**config.mk**
```make
export PLATFORM = sky130hd
export DESIGN_NAME = bresenham_line_rasterizer_top
export DESIGN_NICKNAME = d
export VERILOG_FILES = /design/src/sv/blr_pkg.sv /design/src/sv/bresenham_line_rasterizer_top.sv /design/src/sv/blr_ctrl.sv /design/src/sv/blr_datapath.sv
export SDC_FILE = /design/constraint.sdc
export NUM_CORES = 1
export LEC_CHECK = 0
export BUFFER_PORTS_ARGS = -buffer_cell sky130_fd_sc_hd__buf_2
export CORE_MARGIN = 10
export CORE_UTILIZATION = 65
export DETAILED_ROUTE_END_ITERATION = 16
export HOLD_SLACK_MARGIN = 0.1
export PLACE_DENSITY = 0.86
export SYNTH_ARGS = -nofsm -noshare
export SYNTH_HDL_FRONTEND = slang
export SYNTH_SLANG_ARGS = --single-unit
```
**constraint.sdc**
```tcl
create_clock -name i_clk -period 22.5 [get_ports i_clk]
set_input_delay 0 -clock i_clk [delete_from_list [all_inputs] [get_ports i_clk]]
set_output_delay 0 -clock i_clk [all_outputs]
set_load 0.02 [all_outputs]
```
**src/sv/blr_pkg.sv**
```systemverilog
// Types and constants shared by the line rasteriser modules.
// No dependencies.
package blr_pkg;

    localparam int unsigned COORD_W = 6;
    localparam int unsigned ERR_W   = 8;
    localparam int unsigned BYTE_W  = 9;
    localparam int unsigned BIT_W   = 3;
    localparam int unsigned OP_W    = 2;

    localparam logic [OP_W-1:0] OP_SET      = 2'd0;
    localparam logic [OP_W-1:0] OP_CLEAR    = 2'd1;
    localparam logic [OP_W-1:0] OP_TOGGLE   = 2'd2;
    localparam logic [OP_W-1:0] OP_RESERVED = 2'd3;

    typedef enum logic [1:0] {
        ST_IDLE,
        ST_SETUP,
        ST_WALK,
        ST_FLUSH
    } t_state;

    typedef struct packed {
        logic load;
        logic setup;
        logic step;
        logic flush;
    } t_blr_cmd;

    typedef struct packed {
        logic at_end;
        logic onscreen;
        logic pend_valid;
        logic out_free;
    } t_blr_status;

endpackage

```
**src/sv/bresenham_line_rasterizer_top.sv**
```systemverilog
// Bresenham line rasteriser: turns line requests into a stream of pixels.
// Depends on blr_pkg, blr_ctrl and blr_datapath.
//
// Slave side takes one line request: two endpoints and a draw operation
// (set, clear, toggle; the unused code draws as toggle). Master side gives
// one request per pixel drawn, with its page-organised frame-buffer byte,
// bit number and operation; tlast marks the final pixel of the line.
// The endpoint last on the major axis is not drawn; off-screen pixels are dropped.
// A zero-length or fully clipped line gives no output at all.
//
// Sequence: a line request is taken in the idle state, set up in the next
// cycle, then walked at one major-axis step per cycle unless an on-screen
// step must wait for the output register, then flushed once that is free.
// Each pixel is held in a pending register until the next on-screen pixel
// or the flush moves it to the output register, so that tlast can be placed.
// The next request is taken once the flush is done, even while the last
// pixel still waits in the output register. A stalled receiver holds the
// output register and halts the walk at any on-screen step that would push
// a pixel; off-screen steps go on.
// Reset (synchronous, active low) empties the block and returns it to idle.
module bresenham_line_rasterizer_top
    import blr_pkg::*;
#(
    parameter int SCREEN_WIDTH  = 64,
    parameter int SCREEN_HEIGHT = 48
) (
    input  logic        i_clk,
    input  logic        i_rst_n,
    input  logic        i_s_axis_tvalid,
    output logic        o_s_axis_tready,
    input  logic [23:0] i_s_axis_tdata,  // start_x, start_y, end_x, end_y
    input  logic [1:0]  i_s_axis_tuser,  // draw_op
    output logic        o_m_axis_tvalid,
    input  logic        i_m_axis_tready,
    output logic [23:0] o_m_axis_tdata,  // pixel_x, pixel_y, byte_index, bit_index
    output logic [1:0]  o_m_axis_tuser,  // pixel_op
    output logic        o_m_axis_tlast
);

    t_blr_cmd    cmd;
    t_blr_status st;

    logic [COORD_W-1:0] pixel_x, pixel_y;
    logic [BYTE_W-1:0]  byte_index;
    logic [BIT_W-1:0]   bit_index;

    blr_ctrl u_ctrl (
        .i_clk      (i_clk),
        .i_rst_n    (i_rst_n),
        .i_in_valid (i_s_axis_tvalid),
        .o_in_ready (o_s_axis_tready),
        .i_st       (st),
        .o_cmd      (cmd)
    );

    blr_datapath #(
        .SCREEN_WIDTH  (SCREEN_WIDTH),
        .SCREEN_HEIGHT (SCREEN_HEIGHT)
    ) u_dp (
        .i_clk        (i_clk),
        .i_rst_n      (i_rst_n),
        .i_cmd        (cmd),
        .o_st         (st),
        .i_start_x    (i_s_axis_tdata[5:0]),
        .i_start_y    (i_s_axis_tdata[11:6]),
        .i_end_x      (i_s_axis_tdata[17:12]),
        .i_end_y      (i_s_axis_tdata[23:18]),
        .i_draw_op    (i_s_axis_tuser),
        .i_out_ready  (i_m_axis_tready),
        .o_out_valid  (o_m_axis_tvalid),
        .o_pixel_x    (pixel_x),
        .o_pixel_y    (pixel_y),
        .o_byte_index (byte_index),
        .o_bit_index  (bit_index),
        .o_pixel_op   (o_m_axis_tuser),
        .o_last       (o_m_axis_tlast)
    );

    assign o_m_axis_tdata = {bit_index, byte_index, pixel_y, pixel_x};

endmodule

```
**src/sv/blr_ctrl.sv**
```systemverilog
// Sequencer for the line rasteriser: accept, set up, walk, flush.
// Depends on blr_pkg.
module blr_ctrl
    import blr_pkg::*;
(
    input  logic        i_clk,
    input  logic        i_rst_n,
    input  logic        i_in_valid,
    output logic        o_in_ready,
    input  t_blr_status i_st,
    output t_blr_cmd    o_cmd
);

    t_state r_state;
    t_state n_state;

    always_ff @(posedge i_clk) begin
        if (!i_rst_n) begin
            r_state <= ST_IDLE;
        end else begin
            r_state <= n_state;
        end
    end

    always_comb begin
        n_state = r_state;
        case (r_state)
            ST_IDLE: begin
                if (i_in_valid) n_state = ST_SETUP;
            end
            ST_SETUP: begin
                n_state = ST_WALK;
            end
            ST_WALK: begin
                if (i_st.at_end) n_state = ST_FLUSH;
            end
            ST_FLUSH: begin
                if (!i_st.pend_valid || i_st.out_free) n_state = ST_IDLE;
            end
            default: begin
                n_state = ST_IDLE;
            end
        endcase
    end

    always_comb begin
        o_in_ready = 1'b0;
        o_cmd      = '0;
        case (r_state)
            ST_IDLE: begin
                o_in_ready = 1'b1;
                o_cmd.load = i_in_valid;
            end
            ST_SETUP: begin
                o_cmd.setup = 1'b1;
            end
            ST_WALK: begin
                // off-screen steps never need the output; on-screen ones may stall
                o_cmd.step = !i_st.at_end &&
                             (!i_st.onscreen || !i_st.pend_valid || i_st.out_free);
            end
            ST_FLUSH: begin
                o_cmd.flush = i_st.pend_valid && i_st.out_free;
            end
            default: begin
                o_in_ready = 1'b0;
            end
        endcase
    end

endmodule

```
**src/sv/blr_datapath.sv**
```systemverilog
// Line walk datapath: endpoint ordering, error term, pending pixel, output register.
// Depends on blr_pkg.
module blr_datapath
    import blr_pkg::*;
#(
    parameter int SCREEN_WIDTH  = 64,
    parameter int SCREEN_HEIGHT = 48
) (
    input  logic               i_clk,
    input  logic               i_rst_n,
    input  t_blr_cmd           i_cmd,
    output t_blr_status        o_st,
    input  logic [COORD_W-1:0] i_start_x,
    input  logic [COORD_W-1:0] i_start_y,
    input  logic [COORD_W-1:0] i_end_x,
    input  logic [COORD_W-1:0] i_end_y,
    input  logic [OP_W-1:0]    i_draw_op,
    input  logic               i_out_ready,
    output logic               o_out_valid,
    output logic [COORD_W-1:0] o_pixel_x,
    output logic [COORD_W-1:0] o_pixel_y,
    output logic [BYTE_W-1:0]  o_byte_index,
    output logic [BIT_W-1:0]   o_bit_index,
    output logic [OP_W-1:0]    o_pixel_op,
    output logic               o_last
);

    localparam logic [COORD_W:0] W_LIM = (COORD_W+1)'(SCREEN_WIDTH);
    localparam logic [COORD_W:0] H_LIM = (COORD_W+1)'(SCREEN_HEIGHT);
    localparam logic [BYTE_W-1:0] W_BYTES = BYTE_W'(SCREEN_WIDTH);

    logic [COORD_W-1:0] r_ax, r_ay, r_bx, r_by;
    logic [OP_W-1:0]    r_op;

    logic [COORD_W-1:0] r_x, r_y, r_end, r_dx, r_dy;
    logic signed [ERR_W-1:0] r_err;
    logic               r_up;
    logic               r_steep;

    logic               r_pend_valid;
    logic [COORD_W-1:0] r_pend_x, r_pend_y;

    logic               r_out_valid;
    logic [COORD_W-1:0] r_out_x, r_out_y;
    logic [BYTE_W-1:0]  r_out_byte;
    logic [BIT_W-1:0]   r_out_bit;
    logic [OP_W-1:0]    r_out_op;
    logic               r_out_last;

    // setup
    logic [COORD_W-1:0] adx, ady, mx0, my0, mx1, my1, sx0, sy0, sx1, sy1;
    logic [COORD_W-1:0] major_span;
    logic               steep, swap;

    always_comb begin
        adx   = (r_bx > r_ax) ? (r_bx - r_ax) : (r_ax - r_bx);
        ady   = (r_by > r_ay) ? (r_by - r_ay) : (r_ay - r_by);
        steep = ady > adx;
        mx0   = steep ? r_ay : r_ax;
        my0   = steep ? r_ax : r_ay;
        mx1   = steep ? r_by : r_bx;
        my1   = steep ? r_bx : r_by;
        swap  = mx0 > mx1;
        sx0   = swap ? mx1 : mx0;
        sy0   = swap ? my1 : my0;
        sx1   = swap ? mx0 : mx1;
        sy1   = swap ? my0 : my1;
        major_span = sx1 - sx0;
    end

    // walk step
    logic [COORD_W-1:0] px, py;
    logic               onscreen;
    logic signed [ERR_W-1:0] err_sub;
    logic               push;
    logic               out_free;

    assign px       = r_steep ? r_y : r_x;
    assign py       = r_steep ? r_x : r_y;
    assign onscreen = ({1'b0, px} < W_LIM) && ({1'b0, py} < H_LIM);
    assign err_sub  = r_err - $signed({{(ERR_W-COORD_W){1'b0}}, r_dy});
    assign out_free = !r_out_valid || i_out_ready;
    assign push     = (i_cmd.step && onscreen && r_pend_valid) || i_cmd.flush;

    assign o_st.at_end     = (r_x == r_end);
    assign o_st.onscreen   = onscreen;
    assign o_st.pend_valid = r_pend_valid;
    assign o_st.out_free   = out_free;

    always_ff @(posedge i_clk) begin
        if (i_cmd.load) begin
            r_ax <= i_start_x;
            r_ay <= i_start_y;
            r_bx <= i_end_x;
            r_by <= i_end_y;
            r_op <= (i_draw_op == OP_RESERVED) ? OP_TOGGLE : i_draw_op;
        end
        if (i_cmd.setup) begin
            r_steep <= steep;
            r_x     <= sx0;
            r_y     <= sy0;
            r_end   <= sx1;
            r_dx    <= sx1 - sx0;
            r_dy    <= (sy1 > sy0) ? (sy1 - sy0) : (sy0 - sy1);
            r_up    <= sy0 < sy1;
            r_err   <= $signed({{(ERR_W-COORD_W+1){1'b0}}, major_span[COORD_W-1:1]});
        end else if (i_cmd.step) begin
            r_x <= r_x + 1'b1;
            if (err_sub < 0) begin
                r_y   <= r_up ? (r_y + 1'b1) : (r_y - 1'b1);
                r_err <= err_sub + $signed({{(ERR_W-COORD_W){1'b0}}, r_dx});
            end else begin
                r_err <= err_sub;
            end
        end
        if (i_cmd.step && onscreen) begin
            r_pend_x <= px;
            r_pend_y <= py;
        end
        if (push) begin
            r_out_x    <= r_pend_x;
            r_out_y    <= r_pend_y;
            r_out_byte <= {{(BYTE_W-COORD_W){1'b0}}, r_pend_x}
                          + ({{(BYTE_W-BIT_W){1'b0}}, r_pend_y[COORD_W-1:BIT_W]} * W_BYTES);
            r_out_bit  <= r_pend_y[BIT_W-1:0];
            r_out_op   <= r_op;
            r_out_last <= i_cmd.flush;
        end
    end

    always_ff @(posedge i_clk) begin
        if (!i_rst_n) begin
            r_pend_valid <= 1'b0;
            r_out_valid  <= 1'b0;
        end else begin
            if (i_cmd.step && onscreen) begin
                r_pend_valid <= 1'b1;
            end else if (i_cmd.flush) begin
                r_pend_valid <= 1'b0;
            end
            if (push) begin
                r_out_valid <= 1'b1;
            end else if (i_out_ready) begin
                r_out_valid <= 1'b0;
            end
        end
    end

    assign o_out_valid  = r_out_valid;
    assign o_pixel_x    = r_out_x;
    assign o_pixel_y    = r_out_y;
    assign o_byte_index = r_out_byte;
    assign o_bit_index  = r_out_bit;
    assign o_pixel_op   = r_out_op;
    assign o_last       = r_out_last;

endmodule

```
==> reports/qor.yml, run 1 <==
clock-root-buffer: "clkbuf_8"
drtIter0Drc: 689
dp_cells: 882
drc: 0
clkLatencyLatePin_ps: 410
post-route-period-util: 0.444
min_path_type: "input pin to flip-flop"
synthCells: 721
synth.distinct_cells: 66
cts-resized-gates: 0
yosysTopAreaCell: "edfxtp_1"
timing.rr.start: "u_dp.r_by[0]"
routabilityCongestion: 1.02
r2r_cells: 38
cp_slowest_cell: "buf_4"
required_ps: 22650
initial_core_util: 0.664
die_h_um: 125
relSlewSlack: 0.116
cpMostUsedCell: "a21oi_1"
cts_tree: "yes"
ios: 59
clkTransAtPathRegs_ps: 110
end_kind: "flip-flop"
cts.sinks: 97
final_common_cell: "edfxtp_1"
synth_top_area_frac: 0.375
grt_max_degree: 58
fillerInstances: 733
period_needed_ps: 9990
cp-start-kind: "flip-flop"
critPathKind: "flip-flop to flip-flop"
final_layout_size_suffix_gt1_frac: 0.138
portBuffers: 58
async_flop_share: 0
synth_top_flop_cell: "edfxtp_1"
dieArea_um2: 15700
seq_area_um2: 2840
max_freq_mhz: 100
dr_total_vias: 5849
wirelength_mm: 19.3
cp_max_fo: 57
finalSetupViolCount: 0
crit_family: "compound AO/OA/AOI/OAI gates"
maxCapViolations: 0
outcome: "finished, final reports clean"
drt-pass1-iter-count: 6
multiInputGateArea_um2: 3930
nets: 882
avgSynthCellArea_um2: 9.99
synth_edf_count: 90
hold_start: "i_s_axis_tdata[8]"
crit_buf_inv: 4
h-tree-depth: 3
r2r_end: "u_dp.r_dy[4]"
finalMaxSlewViolations: 0
min_path_cells: 2
yosys_register_bits: 97
post-route-util: 0.737
core_area_um2: 10800
seq_area_frac_synth: 0.395
dpl.hpwl_mm: 14.3
rsz0062_at_grt: "false"
synth_area_leaders: "edfxtp_1, ha_1, a21oi_1"
setup_ws_ps: 12510
via_per_inst: 6.30
clk_path_buf_depth: 2
area_growth_pct: 11.0
grtUsageTotal: 0.243
routedWlPerCell_um: 20.8
grt_pass1_wl_mm: 30.7
hold_viol: 0
synth_area_um2: 7200
postRouteAntennaNets: 0
syn_nets: 820
worstHoldEndpoint: "u_dp.r_ay[2]"
fin_cells: 928
regToRegSetupSlack_ps: 12510
skew_ps: 16.6
worstPathArrival_ps: 10140
die_x_um: 125
numCtsBuffers: 9
rows: 38
ys_warn_count: 0
worst_pin_slew_ps: 1330
layout_common_cells: "edfxtp_1, a21oi_1, ha_1"
grt-ovfl-total: 0
grt_pass1_vias: 5801
pre_cts_ws_ps: 12810
antenna_found_initial: 0
antenna_cells: 0
slowest_delay_ps: 530
fin_tns_setup_ps: 0
[logic make-up after synthesis]
| family | Yosys count | share of synthesized area |
|---|---|---|
| xor gates and xnor gates | 44 | 0.0535 |
| AOI/OAI and AO/OA | 197 | 0.179 |
| DFF | 97 | 0.395 |
| muxes | 46 | 0.0693 |
| buffers and inverters | 100 | 0.0603 |
| and+or+nand+nor | 168 | 0.116 |
| adders and majority gates | 69 | 0.127 |
[area by class of cell]
cell class	count	share of cell area
sequential	97	0.356
tap	140	0.0219
inverter	61	0.0286
multi-input combinational	524	0.491
clock buffer	9	0.0155
clock inverter	7	0.0116
timing repair buffer	90	0.0758
[worst max path at each step]
stage | end | cells after the start | slack, ps | start
after floorplan | u_dp.r_dy[5] | 41 | 14210 | u_dp.r_by[0]
after global placement | u_dp.r_dy[5] | 38 | 13060 | u_dp.r_by[0]
after detailed placement | u_dp.r_dy[4] | 38 | 12810 | u_dp.r_by[0]
after CTS | u_dp.r_dy[4] | 38 | 12760 | u_dp.r_by[0]
after global routing | u_dp.r_dy[4] | 38 | 11940 | u_dp.r_by[0]
final | u_dp.r_dy[4] | 38 | 12510 | u_dp.r_by[0]
[through the flow]
stage                     instance area [µm²]  hold WS [ps]
after floorplan                          7200          98.9
after global placement                   7480           177
after detailed placement                 7480           179
after CTS                                7990           287
after global routing                     7990           300
final                                    7990           290
[synthesized netlist by cell type, types with 7 or more instances]
cell type and instances:
buf_4 12, fa_1 7, edfxtp_1 90, mux2_2 17, o211ai_1 10, nand2_1 41
nor3_1 12, buf_2 11, o21bai_1 8, a31oi_1 7, ha_1 62, dfxtp_1 7
o21ai_0 28, a21o_1 21, xor2_1 18, nand3_1 15, clkbuf_1 12, a21oi_1 69
xnor2_1 26, nor2_1 49, nor2b_1 12, a211oi_1 11, inv_1 60, mux2i_1 27
[layer usage]
metal	GRT usage	wire length [µm]
met1	0.283	7600
met2	0.416	9630
met3	0.0646	1460
met4	0.0982	633
met5	0	0
[sequential cells by signal, summed over array words and instances, names as in the netlist, 2 cells and up]
signal / count
u_dp.r_dx: 6
u_dp.r_ax: 6
u_dp.r_pend_y: 6
u_dp.o_bit_index: 2
u_dp.r_bx: 6
u_dp.r_y: 6
u_dp.r_x: 6
u_dp.r_dy: 6
u_dp.o_byte_index: 9
u_dp.o_pixel_op: 2
u_dp.r_pend_x: 6
u_dp.r_end: 6
u_ctrl.r_state: 2
u_dp.r_err: 8
u_dp.r_by: 6
u_dp.r_ay: 6
u_dp.r_op: 2
[timing repair]
item                                   CTS  global route
buffers inserted                         0             0
hold buffers                            30             0
endpoints found under the hold margin   30             0
Power of run 1 is left out: the tool's default activity adds up to more than one toggle a clock period on the data nets, which glitch-free logic cannot reach.
==> inputs of run 2 (changes only) <==
CORE_UTILIZATION = 61   (was 65)
PLACE_DENSITY = 0.81   (was 0.86)
clock period = 9.3 ns   (was 22.5 ns; I/O delays follow)
==> reports/qor.yml, run 2 (same netlist as run 1, synthesis figures left out) <==
portBuffers: 58
ios: 59
max_freq_mhz: 115
maxCapViolations: 0
regToRegSetupSlack_ps: 630
area_growth_pct: 13.6
worstHoldEndpoint: "u_dp.o_last"
rows: 39
fin_cells: 940
finalMaxSlewViolations: 0
cts.sinks: 97
postRouteAntennaNets: 0
dp_cells: 896
critPathKind: "flip-flop to flip-flop"
worst_pin_slew_ps: 1240
core_area_um2: 11500
worstPathArrival_ps: 8870
cts_tree: "yes"
end_kind: "flip-flop"
die_x_um: 129
min_path_cells: 3
layout_common_cells: "edfxtp_1, a21oi_1, ha_1"
dieArea_um2: 16600
via_per_inst: 6.25
r2r_end: "u_dp.r_dy[5]"
dr_total_vias: 5872
nets: 891
dpl.hpwl_mm: 14.4
antenna_found_initial: 0
r2r_cells: 37
startpoint: "u_dp.r_bx[0]"
largest_register_ffs: 9
rsz0062_at_grt: "false"
clk_path_buf_depth: 2
outcome: "finished, final reports clean"
drc: 0
hold_start: "i_m_axis_tready"
cp_max_fo: 27
hold_viol: 0
grtUsageTotal: 0.233
skew_ps: 8.44
timing.rr.start: "u_dp.r_bx[0]"
h-tree-depth: 3
fin_tns_setup_ps: 0
cp_slowest_cell: "and3_1"
min_path_type: "input pin to flip-flop"
period_needed_ps: 8670
finalSetupViolCount: 0
final_common_cell: "edfxtp_1"
clkLatencyLatePin_ps: 360
grt-ovfl-total: 0
cts_setup_buffers: 0
clkTransAtPathRegs_ps: 70
relSlewSlack: 0.165
routabilityCongestion: 1.03
wirelength_mm: 19.5
drt-pass1-iter-count: 6
die_h_um: 129
numCtsBuffers: 9
grt_max_degree: 49
required_ps: 9510
clock-root-buffer: "clkbuf_16"
drtIter0Drc: 784
slowest_delay_ps: 440
initial_core_util: 0.628
routedWlPerCell_um: 20.7
antenna_cells: 0
post-route-period-util: 0.932
final_layout_size_suffix_gt1_frac: 0.157
cp-start-kind: "flip-flop"
grt_pass1_vias: 5751
grt_pass1_wl_mm: 30.6
run 2: changes by cell type in the layout (fill, tap and decap cells not counted), sizes merged:
cell	before	now
clkinv	2	4
bufinv	1	0
inv	65	63
clkinvlp	0	1
dlygate4sd3	30	28
buf	60	71
run 2: timing repair:
action                                 4_1_cts  5_1_grt
gates resized for setup                      0        9
endpoints found under the hold margin       30        0
setup endpoints to repair                    0        5
hold buffers                                28        0
run 2: metrics by stage:
stage	cell area, µm²	worst slack [ps]	utilization	hold slack [ps]
2_1_floorplan	7200	1010	-	98.9
5_1_grt	8180	29.8	0.713	153
3_3_place_gp	7560	631	0.660	176
3_5_place_dp	7560	473	0.660	178
4_1_cts	8140	431	0.709	119
6_report	8180	635	0.713	128
run 2: how the worst max path moves through the flow:
stage / end / slack [ps] / cells past startpoint
detailed placement: u_dp.r_dy[3] / 470 / 35
finish: u_dp.r_dy[5] / 630 / 37
CTS: u_dp.r_dy[3] / 430 / 35
floorplan: u_dp.r_dy[5] / 1010 / 41
global route: u_dp.r_dy[2] / 30 / 38
global placement: u_dp.r_dy[3] / 630 / 35
run 2: layout make-up:
class / count / area [µm²]
multi-input combinational: 524 / 3970
fill: 844 / 3290
sequential: 97 / 2840
inverter: 61 / 229
timing repair buffer: 99 / 668
clock buffer: 9 / 225
tap: 143 / 179
clock inverter: 7 / 66.3
run 2: per-layer routing:
| metal | global-route usage | vias to the layer above | wire [µm] |
|---|---|---|---|
| met2 | 0.383 | 290 | 9430 |
| met5 | 0 | - | 0 |
| met1 | 0.293 | 2773 | 8010 |
| met3 | 0.0517 | 47 | 1430 |
| li1 | - | 2762 | - |
| met4 | 0.0923 | 0 | 589 |
run 2: worst max-delay path: cells and delay by family, from the launching register on:
family,cells,cell delay [ps]
adders and majority gates,5,1590
muxes,2,470
DFF,1,430
and+or+nand+nor,10,2070
buffers and inverters,2,190
xor gates and xnor gates,1,170
AOI/OAI and AO/OA,17,3580
Power of run 2 is left out for the same reason.
==> inputs of run 3 (changes only) <==
PLACE_DENSITY = 0.84   (was 0.81)
==> reports/qor.yml, run 3 (same netlist as run 1, synthesis figures left out) <==
via_per_inst: 6.12
cts_setup_buffers: 0
dpl.hpwl_mm: 14.6
outcome: "finished, final reports clean"
hold_viol: 0
grt-ovfl-total: 0
required_ps: 9400
portBuffers: 58
die_h_um: 129
routabilityCongestion: 0.944
max_freq_mhz: 114
finalSetupViolCount: 0
setup_ws_ps: 527
min_path_type: "input pin to flip-flop"
multiInputGateArea_um2: 3940
clkTransAtPathRegs_ps: 70
slowest_delay_ps: 460
dr_total_vias: 5767
post-route-period-util: 0.943
ios: 59
drt-pass1-iter-count: 5
worstPathArrival_ps: 8870
dieArea_um2: 16600
grt_pass1_vias: 5868
core_area_um2: 11500
die_x_um: 129
cp-start-kind: "flip-flop"
finalMaxSlewViolations: 0
fin_tns_setup_ps: 0
initial_core_util: 0.628
final_common_cell: "edfxtp_1"
cp_slowest_cell: "edfxtp_1"
fillerInstances: 840
final_layout_size_suffix_gt1_frac: 0.153
seq_area_um2: 2840
cts_tree: "yes"
area_growth_pct: 13.2
drc: 0
rsz0062_at_grt: "false"
grt_max_degree: 49
nets: 893
cp_max_fo: 35
critPathKind: "flip-flop to flip-flop"
clk_path_buf_depth: 2
numCtsBuffers: 9
largest_register_ffs: 9
clock-root-buffer: "clkbuf_16"
layout_common_cells: "edfxtp_1, a21oi_1, ha_1"
clkLatencyLatePin_ps: 360
h-tree-depth: 3
period_needed_ps: 8770
postRouteAntennaNets: 0
skew_ps: 10.8
pre_cts_ws_ps: 494
maxCapViolations: 0
antenna_cells: 0
crit_family: "compound AO/OA/AOI/OAI gates"
grtUsageTotal: 0.233
wirelength_mm: 19.2
post_dp_cell_area_um2: 7580
relSlewSlack: 0.206
crit_buf_inv: 4
grt_pass1_wl_mm: 30.5
routedWlPerCell_um: 20.3
worst_pin_slew_ps: 1180
end_kind: "flip-flop"
cts.sinks: 97
post-route-cell-area_um2: 8150
drtIter0Drc: 483
antenna_found_initial: 0
rows: 39
post-route-util: 0.711
run 3: repair_timing:
action,in CTS,in global routing
hold buffers,28,0
endpoints found under the hold margin,30,0
resized for setup,0,2
endpoints found under the setup margin,0,5
run 3: per-layer routing:
layer	wire length, µm	global-route usage	up-vias
li1	-	-	2753
met2	9380	0.393	222
met3	1130	0.0419	51
met5	0	0	-
met1	7830	0.276	2741
met4	823	0.125	0
run 3: path summary, 6_finish.rpt:
kind / slack [ps] / from / end / cells past startpoint
worst max-delay path: 530 / u_dp.r_by[0] / u_dp.r_dy[4] / 38
worst min-delay path: 160 / i_s_axis_tvalid / u_ctrl.r_state[0] / 5
worst max register to register: 530 / u_dp.r_by[0] / u_dp.r_dy[4] / 38
worst min register to register: 420 / u_dp.r_pend_x[4] / u_dp.o_byte_index[4] / 0
run 3: layout make-up:
| type | count | area share |
|---|---|---|
| Multi-Input combinational cell | 524 | 0.483 |
| Sequential cell | 97 | 0.349 |
| Timing Repair Buffer | 101 | 0.0838 |
| Clock buffer | 10 | 0.0281 |
| Inverter | 61 | 0.0281 |
| Tap cell | 143 | 0.0219 |
| Clock inverter | 6 | 0.00629 |
run 3: stage by stage:
stage / hold WS (ps) / instances
after detailed placement: 178 / 898
final: 160 / 942
after CTS: 152 / 942
after global routing: 231 / 942
after global placement: 176 / 898
after floorplan: 98.9 / 721
run 3: tightest hold or removal path, cell delays in order:
cell	delay (ps)
buf_2	100
inv_1	50
a32oi_1	60
nand2_1	120
o311a_1	150
Power of run 3 is left out for the same reason.
